## config.mk

```make
export PLATFORM = sky130hd
export DESIGN_NAME = sbth_ram
export DESIGN_NICKNAME = d
export VERILOG_FILES = /design/src/rtl/sbth_ram.sv
export SDC_FILE = /design/constraint.sdc
export NUM_CORES = 1
export LEC_CHECK = 0
export BUFFER_PORTS_ARGS = -buffer_cell sky130_fd_sc_hd__buf_2
export CAP_MARGIN = 20
export CORE_UTILIZATION = 40
export CTS_BUF_LIST = sky130_fd_sc_hd__clkbuf_2 sky130_fd_sc_hd__clkbuf_4 sky130_fd_sc_hd__clkbuf_8
export DETAILED_ROUTE_END_ITERATION = 7
export HOLD_SLACK_MARGIN = 0.03
export SETUP_SLACK_MARGIN = 0.2
export SLEW_MARGIN = 20
export SYNTH_ARGS = -nofsm -noshare
export SYNTH_HDL_FRONTEND = slang
export SYNTH_SLANG_ARGS = --single-unit
```

## constraint.sdc

```tcl
create_clock -name clk -period 2.06 [get_ports clk]
set_input_delay 0.412 -clock clk [delete_from_list [all_inputs] [get_ports clk]]
set_output_delay 0.412 -clock clk [all_outputs]
set_load 0.01 [all_outputs]
```

## src/rtl/sbth_ram.sv

```systemverilog
`timescale 1ns / 1ps
// ---------------------------------------------------------------------------
// sbth_ram
// simple dual-port ram, one write and one registered read per cycle
// ---------------------------------------------------------------------------
module sbth_ram #(
  parameter  int unsigned WIDTH = 8,
  parameter  int unsigned DEPTH = 16,
  localparam int unsigned AW    = $clog2(DEPTH)
) (
  input  logic             clk,
  input  logic             we,
  input  logic [AW-1:0]    waddr,
  input  logic [WIDTH-1:0] wdata,
  input  logic [AW-1:0]    raddr,
  output logic [WIDTH-1:0] rdata
);

  logic [WIDTH-1:0] mem [DEPTH];

  always_ff @(posedge clk) begin
    if (we) begin
      mem[waddr] <= wdata;
    end
    rdata <= mem[raddr];
  end

endmodule

```

### Word-level counts from Yosys, hierarchy flattened

Memories as Yosys holds them, arrays and structs flattened. A register that Yosys moved wholly into a read port is not among the register bits.
Index checks and enable logic that the tools add are counted.

| word-level totals | value |
|---|---|
| memory bits (read-only) | 0 |
| bits in writable memories | 128 |
| bits in registers | 0 |
| logic and storage cells | 3 |
| bits in latches | 0 |
| memories kept | 1 |
| bits of input ports | 18 |

| operators by class | value |
|---|---|
| $mul | 0 |
| shifts and indexed selects | 0 |
| $add $sub $neg | 0 |
| $lt $le $gt $ge | 0 |
| bitwise gates (word level) | 0 |
| multiplexer cells | 2 |
| reduce and logical (&&, ||, !) cells | 0 |
| divide/modulo/power cells | 0 |
| equal/unequal tests | 0 |

Memory list:

| memory | depth | bits a word | rd ports | clocked after memory_dff | write ports | RTL line | source |
|---|---|---|---|---|---|---|---|
| mem | 16 | 8 | 1 | 1 | 1 | 19 | `logic [WIDTH-1:0] mem [DEPTH];` |

Operators with widths:

| kind | number |
|---|---|
| two-way mux 1 bit | 2 |

### Longest topological paths before layout

Gate-level depths: netlist of run 1.

| logic depth | value |
|---|---|
| depth after elaboration | 2 |
| gate-level depth with buffers | 5 |
| depth with buffers taken out | 3 |

### Least setup slack after synthesis of run 1

No wires, ideal clock.

| path | value |
|---|---|
| kind | input to register |
| from | input port waddr[2] |
| to | memory mem[0][0], enable pin |
| required time | 1.677 ns |
| data arrival time | 1.522 ns |
| stages on the path | 2 |
| setup slack | 0.155 ns |
| buffers on the path | 0 |
| cells stage by stage | or3b_2 > nor3_1 |

RTL lines:

| element | RTL line | source |
|---|---|---|
| start, declared | 13 | `input logic [AW-1:0] waddr,` |
| end, declared | 19 |  |

Straight into the memory's write port.

==> reports/metrics.csv, run 1 <==
metric,value,unit
cts_root_buf,clkbuf_8,
die_h,115,um
ys.flop_type,edfxtp_1,
power.density,933,mW/mm^2
rr_worst_depth,3,
num_antenna_cells,0,
ctsResizeCount,0,
synth.distinct_cells,19,
dpl-instance-area,0.00564,sq mm
yosys_warnings,0,
routed_wl,9.75,mm
critPathBufInv,2,
finClkSkew,5.48,ps
die_area,0.0133,sq mm
synth_enable_flop_cells,128,
slew_violations,0,
min_from,wdata[5],
p_clk_share,39.7,%
outcome,completed,
yosys.area.top_type,edfxtp_1,
min_path_cells,1,
cts_tree,yes,
setup.worst_path.start_class,input pin,
grt_pass1_wl,14.8,mm
core,0.0126,sq mm
synth_common_cells,"edfxtp_1, mux4_2, a22oi_1",
syn_inst,229,
r2r_start,mem[10][4]$_DFFE_PP_,
p_int,4.51,mW
seqPwrFrac,54.9,%
worst_slew_pin_slew,397,ps
ioPinCount,26,
ant_nets,0,
antenna_found_initial,0,
gr-total-overflow,0,
finalSetupTns,0,ps
htree_num_levels,4,
cts_setup_buffers,0,
p_sw_share,20.2,%
setup_violations,0,
seq_area_frac_synth,77.8,%
cp_max_fo,14,
critPathKind,input pin to flip-flop,
synth_fa_ha_area_share,0,%
port_buffers,25,
grt_pass1_vias,2486,
clk_pin_slew,70,ps
slew_headroom,73.5,%
grt_max_degree,17,
slowest_delay,620,ps
power.leakage,2.05,nW
cts_buffers,17,
first_pass_iters,5,
max_freq,0.666,GHz
synthMuxAreaShare,15.0,%
synth.most_common_cell,edfxtp_1,
path_cells,"buf_2, buf_12, mux4_1, a22oi_1, nand2_1",
rows,41,
post-route-period-util,72.9,%
drcViolationCount,0,
synth.top_cell.area_share,74.7,%
grt_usage,16.2,%
async_reset_ff_share,0,%
cp.arrival,1800,ps
worstHoldEndpoint,mem[6][5]$_DFFE_PP_,
cts_buffer_depth,2,
wl_per_cell,20.6,um
hold_viol_final,0,
vias,2447,
synth_top_family_by_area,multiplexers,
yosys.area_share.xor_xnor,0,%
synthSimpleGateAreaFrac,3.18,%
nets,307,
rrSetupSlack,680,ps
hp-class,input pin to flip-flop,
final_cell_area,0.00606,sq mm
avgSynthCellArea,22.5,sq um
switchingPower,1.14,mW
maxCapViolCount,0,
synth_compound_area_share,2.33,%
drive_gt1_share,33.4,%
synth_nets,247,
cts_hold_buf,0,
start_util,41.0,%
worst_path_max_delay_cell,mux4_1,
multi_input_area,0.00106,sq mm
period_needed,1500,ps
rsz0062_at_grt,no,
cts_num_sinks,136,
fillerInstances,1042,
crit_family,multiplexers,
crit_required,2350,ps
viasPerCell,5.16,
drtIter0Drc,183,
hpwl,6.51,mm
vdd.ir_drop.worst,346,uV
rr_endpoint,rdata[4]$_DFF_P_,
die_width,115,um
ys_ff_latch,136,
seq_area,0.00400,sq mm
syn_to_final_growth,17.8,%
clk-insertion-delay-late,410,ps
synth_area_leaders,"edfxtp_1, mux4_2, mux4_1",
place_congestion,0.691,
synth_area,0.00515,sq mm
share_comb_of_total_power,5.4,%
cp-end-kind,flip-flop,
[flip-flops by register name, summed over array words and instances, names as in the netlist]
name   cells
mem      128
rdata      8
[worst reg2reg max path: stages, from the launching register on]
cell	delay, ps
edfxtp_1	370
mux4_1	500
a22oi_1	300
nand2_1	90
[power by group through the flow]
stage	Combinational (mW)	Sequential (mW)	Clock (mW)
after floorplan	0.157	3.17	0
final	0.304	3.11	2.25
after global routing	0.330	3.11	2.41
after global placement	0.302	3.17	0
after detailed placement	0.310	3.17	0
after CTS	0.310	3.11	2.29
[layer usage]
metal	global-route usage, %	part of all wire, %	vias to the layer above	wire [um]
met5	0	0	-	0
li1	-	-	1092	-
met2	25.4	48	73	4680
met3	4.60	4.3	7	420
met1	22.2	47	1275	4570
met4	5.19	0.81	0	79
[layout make-up]
cell class                 instances  share of cell area [%]
sequential                       136                    66.0
clock inverter                    12                    2.44
tap                              172                    3.55
clock buffer                      20                    4.54
timing repair buffer              51                    5.90
multi-input combinational         83                    17.5
[cells by family after synthesis]
family                 Yosys count
DFF                            136
and+or+nand+nor                 35
muxes                           32
AOI/OAI and AO/OA               16
buffers and inverters           10
[worst max-delay path by stage]
stage	cells after the start	endpoint	from	slack [ps]
after CTS	5	rdata[3]$_DFF_P_	raddr[0]	560
final	5	rdata[3]$_DFF_P_	raddr[0]	560
after floorplan	2	mem[3][0]$_DFFE_PP_	waddr[2]	380
after global routing	5	rdata[3]$_DFF_P_	raddr[0]	530
after detailed placement	5	rdata[3]$_DFF_P_	raddr[0]	120
after global placement	5	rdata[3]$_DFF_P_	raddr[0]	130
[placed cells by master, fill, tap and decap left out, drive strengths merged, types with 2 or more instances in the layout]
| master | n |
|---|---|
| a22oi | 16 |
| buf | 51 |
| bufinv | 3 |
| clkbuf | 20 |
| clkinv | 5 |
| clkinvlp | 3 |
| dfxtp | 8 |
| edfxtp | 128 |
| mux4 | 32 |
| nand2 | 9 |
| nand2b | 2 |
| nand3b | 2 |
| nor2 | 13 |
| nor3 | 4 |
[metrics by stage]
step	setup slack [ps]	total power, mW	hold WS, ps	utilization, %	cells
after CTS	565	5.71	356	48.2	474
after floorplan	382	3.33	511	-	229
after detailed placement	121	3.48	659	44.9	442
after global placement	132	3.47	649	44.9	442
after global routing	533	5.85	363	48.2	474
final	558	5.66	388	48.2	474
(Power assumes the default switching activity.)
==> run 2, diff against run 1 <==
--- a/config.mk
+++ b/config.mk
@@ -5,6 +5,7 @@
 export SDC_FILE = /design/constraint.sdc
 export NUM_CORES = 1
 export LEC_CHECK = 0
+export ABC_AREA = 1
 export BUFFER_PORTS_ARGS = -buffer_cell sky130_fd_sc_hd__buf_2
 export CAP_MARGIN = 20
 export CORE_UTILIZATION = 40
==> constraint.sdc (replaced) <==
create_clock -name clk -period 1.3 [get_ports clk]
set_input_delay 0.26 -clock clk [delete_from_list [all_inputs] [get_ports clk]]
set_output_delay 0.26 -clock clk [all_outputs]
set_load 0.01 [all_outputs]
==> run 2 against run 1 <==
The run now ends with DRC left. First-iteration DRC count up 72%. Utilization increased by 0.14 points. Area after synthesis up 12%. Flip-flop and latch count is the same. Sequential power is 59% higher. Wire length grew 30%. Clock power is 54% higher. Setup slack lost 430 ps. Largest power group unchanged. Highest routed layer unchanged.
==> reports/metrics.csv, run 2 <==
metric,value,unit
synth_nets,569,
cp-end-kind,output port,
die_h,122,um
clk_pin_slew,80,ps
cts_setup_buffers,0,
synth_enable_flop_cells,128,
grt_max_degree,65,
path_cells,buf_6,
rsz0062_at_grt,yes,
seq_area_frac_synth,69.4,%
port_buffers,25,
critPathBufInv,1,
first_pass_iters,8,
met2_usage,30.4,%
synth.top_cell.area_share,66.7,%
grt-busiest-layer,met2,
layout_common_cells,"nand2_1, edfxtp_1, inv_1",
setup.worst_path.start_class,flip-flop,
power.density,1340,mW/mm^2
crit_family,flip-flops,
post-route-util,48.4,%
period_needed,1170,ps
synth_common_cells,"nand2_1, edfxtp_1, inv_1",
cts_buffer_depth,2,
ant_nets,0,
cts_num_sinks,136,
power.total,9.07,mW
slew_violations,0,
grt_pass1_wl,19.8,mm
cts_buffers,17,
place_congestion,0.783,
finClkSkew,12.5,ps
antenna_found_initial,0,
grt_pass1_vias,3644,
syn_to_final_growth,17.3,%
vias,3784,
ioPinCount,26,
die_area,0.0149,sq mm
viasPerCell,4.80,
wl_per_cell,16.1,um
seqPwrFrac,54.4,%
hold_ws,200,ps
hpwl,7.84,mm
reg_top3,"mem x128, rdata x8",
hp-class,input pin to flip-flop,
setup_violations,0,
avgSynthCellArea,10.5,sq um
synth_area,0.00577,sq mm
die_width,122,um
drive_gt1_share,15.8,%
use_met3,3.79,%
largest_reg_flops,128,
slowest_delay,360,ps
cts_tree,yes,
cp_max_fo,1,
cp.arrival,910,ps
nets,614,
power.leakage,2.89,nW
max_freq,0.857,GHz
worst_path_max_delay_cell,dfxtp_4,
routed_wl,12.7,mm
htree_num_levels,4,
cts_root_buf,clkbuf_8,
share_comb_of_total_power,7.3,%
ys.flop_type,edfxtp_1,
failed_checks,DRC,
finalSetupTns,0,ps
outcome,finished with violations,
yosys_warnings,0,
core,0.0140,sq mm
post-route-period-util,89.8,%
ctsResizeCount,10,
p_int,6.88,mW
gr-total-overflow,0,
switchingPower,2.19,mW
slew_headroom,74.2,%
regMostFlops,mem,
rows,43,
synth_area_leaders,"edfxtp_1, nand2_1, nand3_1",
start_util,41.2,%
p_sw_share,24.2,%
vdd.ir_drop.worst,529,uV
syn_inst,551,
synth.distinct_cells,12,
async_reset_ff_share,0,%
drcViolationCount,3,
layout_commonest_cell,nand2_1,
maxCapViolCount,0,
synth.most_common_cell,nand2_1,
hold_viol_final,0,
grt_usage,18.4,%
crit_required,1040,ps
p_clk_share,38.3,%
grtUsageMet1,23.2,%
worst_slew_pin_slew,386,ps
num_antenna_cells,0,
critPathKind,flip-flop to output port,
ys_ff_latch,136,
clk-insertion-delay-late,430,ps
cts_hold_buf,0,
drtIter0Drc,314,
yosys.area.top_type,edfxtp_1,
==> run 2: changes by cell type in the layout (fill, tap and decap cells not counted), moves of 10 or more <==
cell / previous run / this run
mux4_2: 18 / 0
a22oi_1: 16 / 0
inv_1: 0 / 100
nand2_1: 9 / 173
buf_4: 23 / 12
nand3_1: 1 / 97
buf_12: 3 / 13
mux4_1: 14 / 0
==> run 2: power by group through the flow <==
| stage | registers [mW] | logic [mW] | clock network, mW |
|---|---|---|---|
| final | 4.93 | 0.664 | 3.47 |
| after global routing | 4.94 | 0.733 | 3.68 |
| after CTS | 4.93 | 0.663 | 3.51 |
| after detailed placement | 5.03 | 0.645 | 0 |
| after global placement | 5.02 | 0.635 | 0 |
| after floorplan | 5.03 | 0.349 | 0 |
==> run 2: path summary, 6_finish.rpt <==
check                                     startpoint               end  slack (ps)  cells after the start
worst max-delay path                rdata[1]$_DFF_P_          rdata[1]         130                      1
worst min-delay path                        raddr[3]  rdata[5]$_DFF_P_         200                      3
worst max register to register   mem[9][1]$_DFFE_PP_  rdata[1]$_DFF_P_         280                      6
worst min register to register  mem[12][5]$_DFFE_PP_  rdata[5]$_DFF_P_         660                      6
==> run 2: metrics by stage <==
stage / std cells / setup WS [ps] / cell area [sq um]
floorplan: 551 / 89.2 / 5780
global placement: 757 / -63.2 / 6320
detailed placement: 757 / -52.9 / 6320
CTS: 789 / 99.4 / 6750
global route: 789 / 99.2 / 6770
finish: 789 / 133 / 6770
==> run 2: layout make-up <==
class | instances | area [sq um]
clock inverters | 15 | 169
multi-input cells | 289 | 1230
flip-flops and latches | 136 | 4010
fillers | 1261 | 7220
repair buffers | 50 | 513
inverters | 102 | 383
well taps | 180 | 225
clock buffers | 17 | 234
==> run 2: cell families after synthesis <==
logic type             count (synthesis)  synth area share (%)
AND/OR/NAND/NOR                      289                  21.0
flip-flops                           136                  69.4
buffers and inverters                126                  9.52
==> run 2: routing by layer <==
metal | routed length [um] | share of wire (%)
met1 | 5510 | 43
met4 | 278 | 2.2
met3 | 599 | 4.7
met2 | 6290 | 50
met5 | 0 | 0
==> run 3, diff against run 2 <==
--- a/config.mk
+++ b/config.mk
@@ -5,9 +5,10 @@
 export SDC_FILE = /design/constraint.sdc
 export NUM_CORES = 1
 export LEC_CHECK = 0
-export ABC_AREA = 1
+export ABC_AREA = 0
 export BUFFER_PORTS_ARGS = -buffer_cell sky130_fd_sc_hd__buf_2
 export CAP_MARGIN = 20
+export CORE_MARGIN = 8
 export CORE_UTILIZATION = 40
 export CTS_BUF_LIST = sky130_fd_sc_hd__clkbuf_2 sky130_fd_sc_hd__clkbuf_4 sky130_fd_sc_hd__clkbuf_8
 export DETAILED_ROUTE_END_ITERATION = 7
==> run 3 against run 2 <==
The run now ends clean. Worst hold slack gained 20 ps. Register-to-register slack got worse by 240 ps. Setup slack got worse by 94 ps. Die area increased by 12%. Largest power group unchanged.
==> reports/metrics.csv, run 3 (synthesis results as in run 1) <==
metric,value,unit
grt_usage,13.3,%
antenna_found_initial,0,
cp-end-kind,flip-flop,
cp_max_fo,1,
htree_num_levels,4,
grt_pass1_vias,2573,
critPathKind,flip-flop to flip-flop,
post-route-period-util,97.1,%
first_pass_iters,4,
cts_num_sinks,136,
crit_required,1600,ps
wl_per_cell,21.0,um
post-route-util,50.0,%
preCtsSetupSlack,-398,ps
period_needed,1260,ps
layout_common_cells,"edfxtp_1, mux4_2, buf_4",
vdd.ir_drop.worst,548,uV
gr-total-overflow,0,
slew_violations,0,
die_h,129,um
finClkSkew,8.53,ps
power.leakage,2.05,nW
rrSetupSlack,40,ps
routed_wl,10.1,mm
cts_tree,yes,
grt_max_degree,24,
max_freq,0.793,GHz
cts_root_buf,clkbuf_8,
slew_headroom,36.1,%
regMostFlops,mem,
reg_top3,"mem x128, rdata x8",
rsz0062_at_grt,yes,
power.density,1410,mW/mm^2
largest_reg_flops,128,
cts_buffer_depth,2,
power.total,8.92,mW
viasPerCell,5.02,
core,0.0126,sq mm
syn_to_final_growth,22.5,%
num_antenna_cells,0,
layout_commonest_cell,edfxtp_1,
nets,312,
worst_slew_pin_slew,956,ps
setup.worst_path.start_class,flip-flop,
drtIter0Drc,215,
maxCapViolCount,0,
vias,2406,
drive_gt1_share,46.3,%
outcome,completed,
drcViolationCount,0,
ant_nets,0,
die_width,129,um
place_congestion,0.736,
ioPinCount,26,
hp-class,input pin to flip-flop,
hold_viol_final,0,
port_buffers,25,
cp.arrival,1560,ps
fillerInstances,1056,
clk_pin_slew,70,ps
start_util,40.8,%
grt_pass1_wl,15.7,mm
layout_setup_ws,38.3,ps
die_area,0.0168,sq mm
clk-insertion-delay-late,420,ps
hpwl,6.78,mm
cts_buffers,17,
rows,41,
setup_violations,0,
[run 3: where the power goes]
part	leakage (nW)	internal [mW]	total (mW)	switching, mW
logic	0.638	0.276	0.577	0.301
clock network	0.190	1.89	3.40	1.51
registers	1.22	4.90	4.94	0.0387
[run 3: area by class of cell]
class | instances | area (sq um) | share of cell area [%]
sequential | 136 | 4010 | 63.6
multi-input combinational | 83 | 1130 | 17.9
timing repair buffer | 56 | 552 | 8.75
clock buffer | 18 | 241 | 3.83
tap | 172 | 215 | 3.41
clock inverter | 14 | 158 | 2.50
[run 3: worst paths after layout]
kind / start / depth (start not counted) / end
max reg2reg: mem[6][5]$_DFFE_PP_ / 3 / rdata[5]$_DFF_P_
min reg2reg: mem[14][1]$_DFFE_PP_ / 3 / rdata[1]$_DFF_P_
min: wdata[4] / 1 / mem[5][4]$_DFFE_PP_
max: mem[6][5]$_DFFE_PP_ / 3 / rdata[5]$_DFF_P_
[run 3: repair_timing]
item                       in CTS  in global routing
hold buffers                    0                  0
setup endpoints to repair      16                 16
pin swaps                       2                  1
gates resized for setup        19                  2
buffers inserted                0                  0
[run 3: per-layer routing]
layer / up-vias / track usage [%] / share of wire (%)
met5: - / 0 / 0
met3: 2 / 3.86 / 5.0
met4: 0 / 4.71 / 0.61
li1: 1092 / - / -
met2: 65 / 20.1 / 49
met1: 1247 / 17.8 / 46
[run 3: critical path, cell delays in order (launching register included)]
cell and delay (ps):
edfxtp_1 370, mux4_2 500, a22oi_1 190, nand2_1 80
[run 3: stage by stage]
step,cells,TNS [ps],cell area [sq um],hold WS [ps]
after floorplan,229,-1380,5230,359
after global placement,447,-11040,5830,650
after detailed placement,447,-12510,5830,662
after CTS,479,0,6300,202
after global routing,479,-23.7,6310,200
final,479,0,6310,221
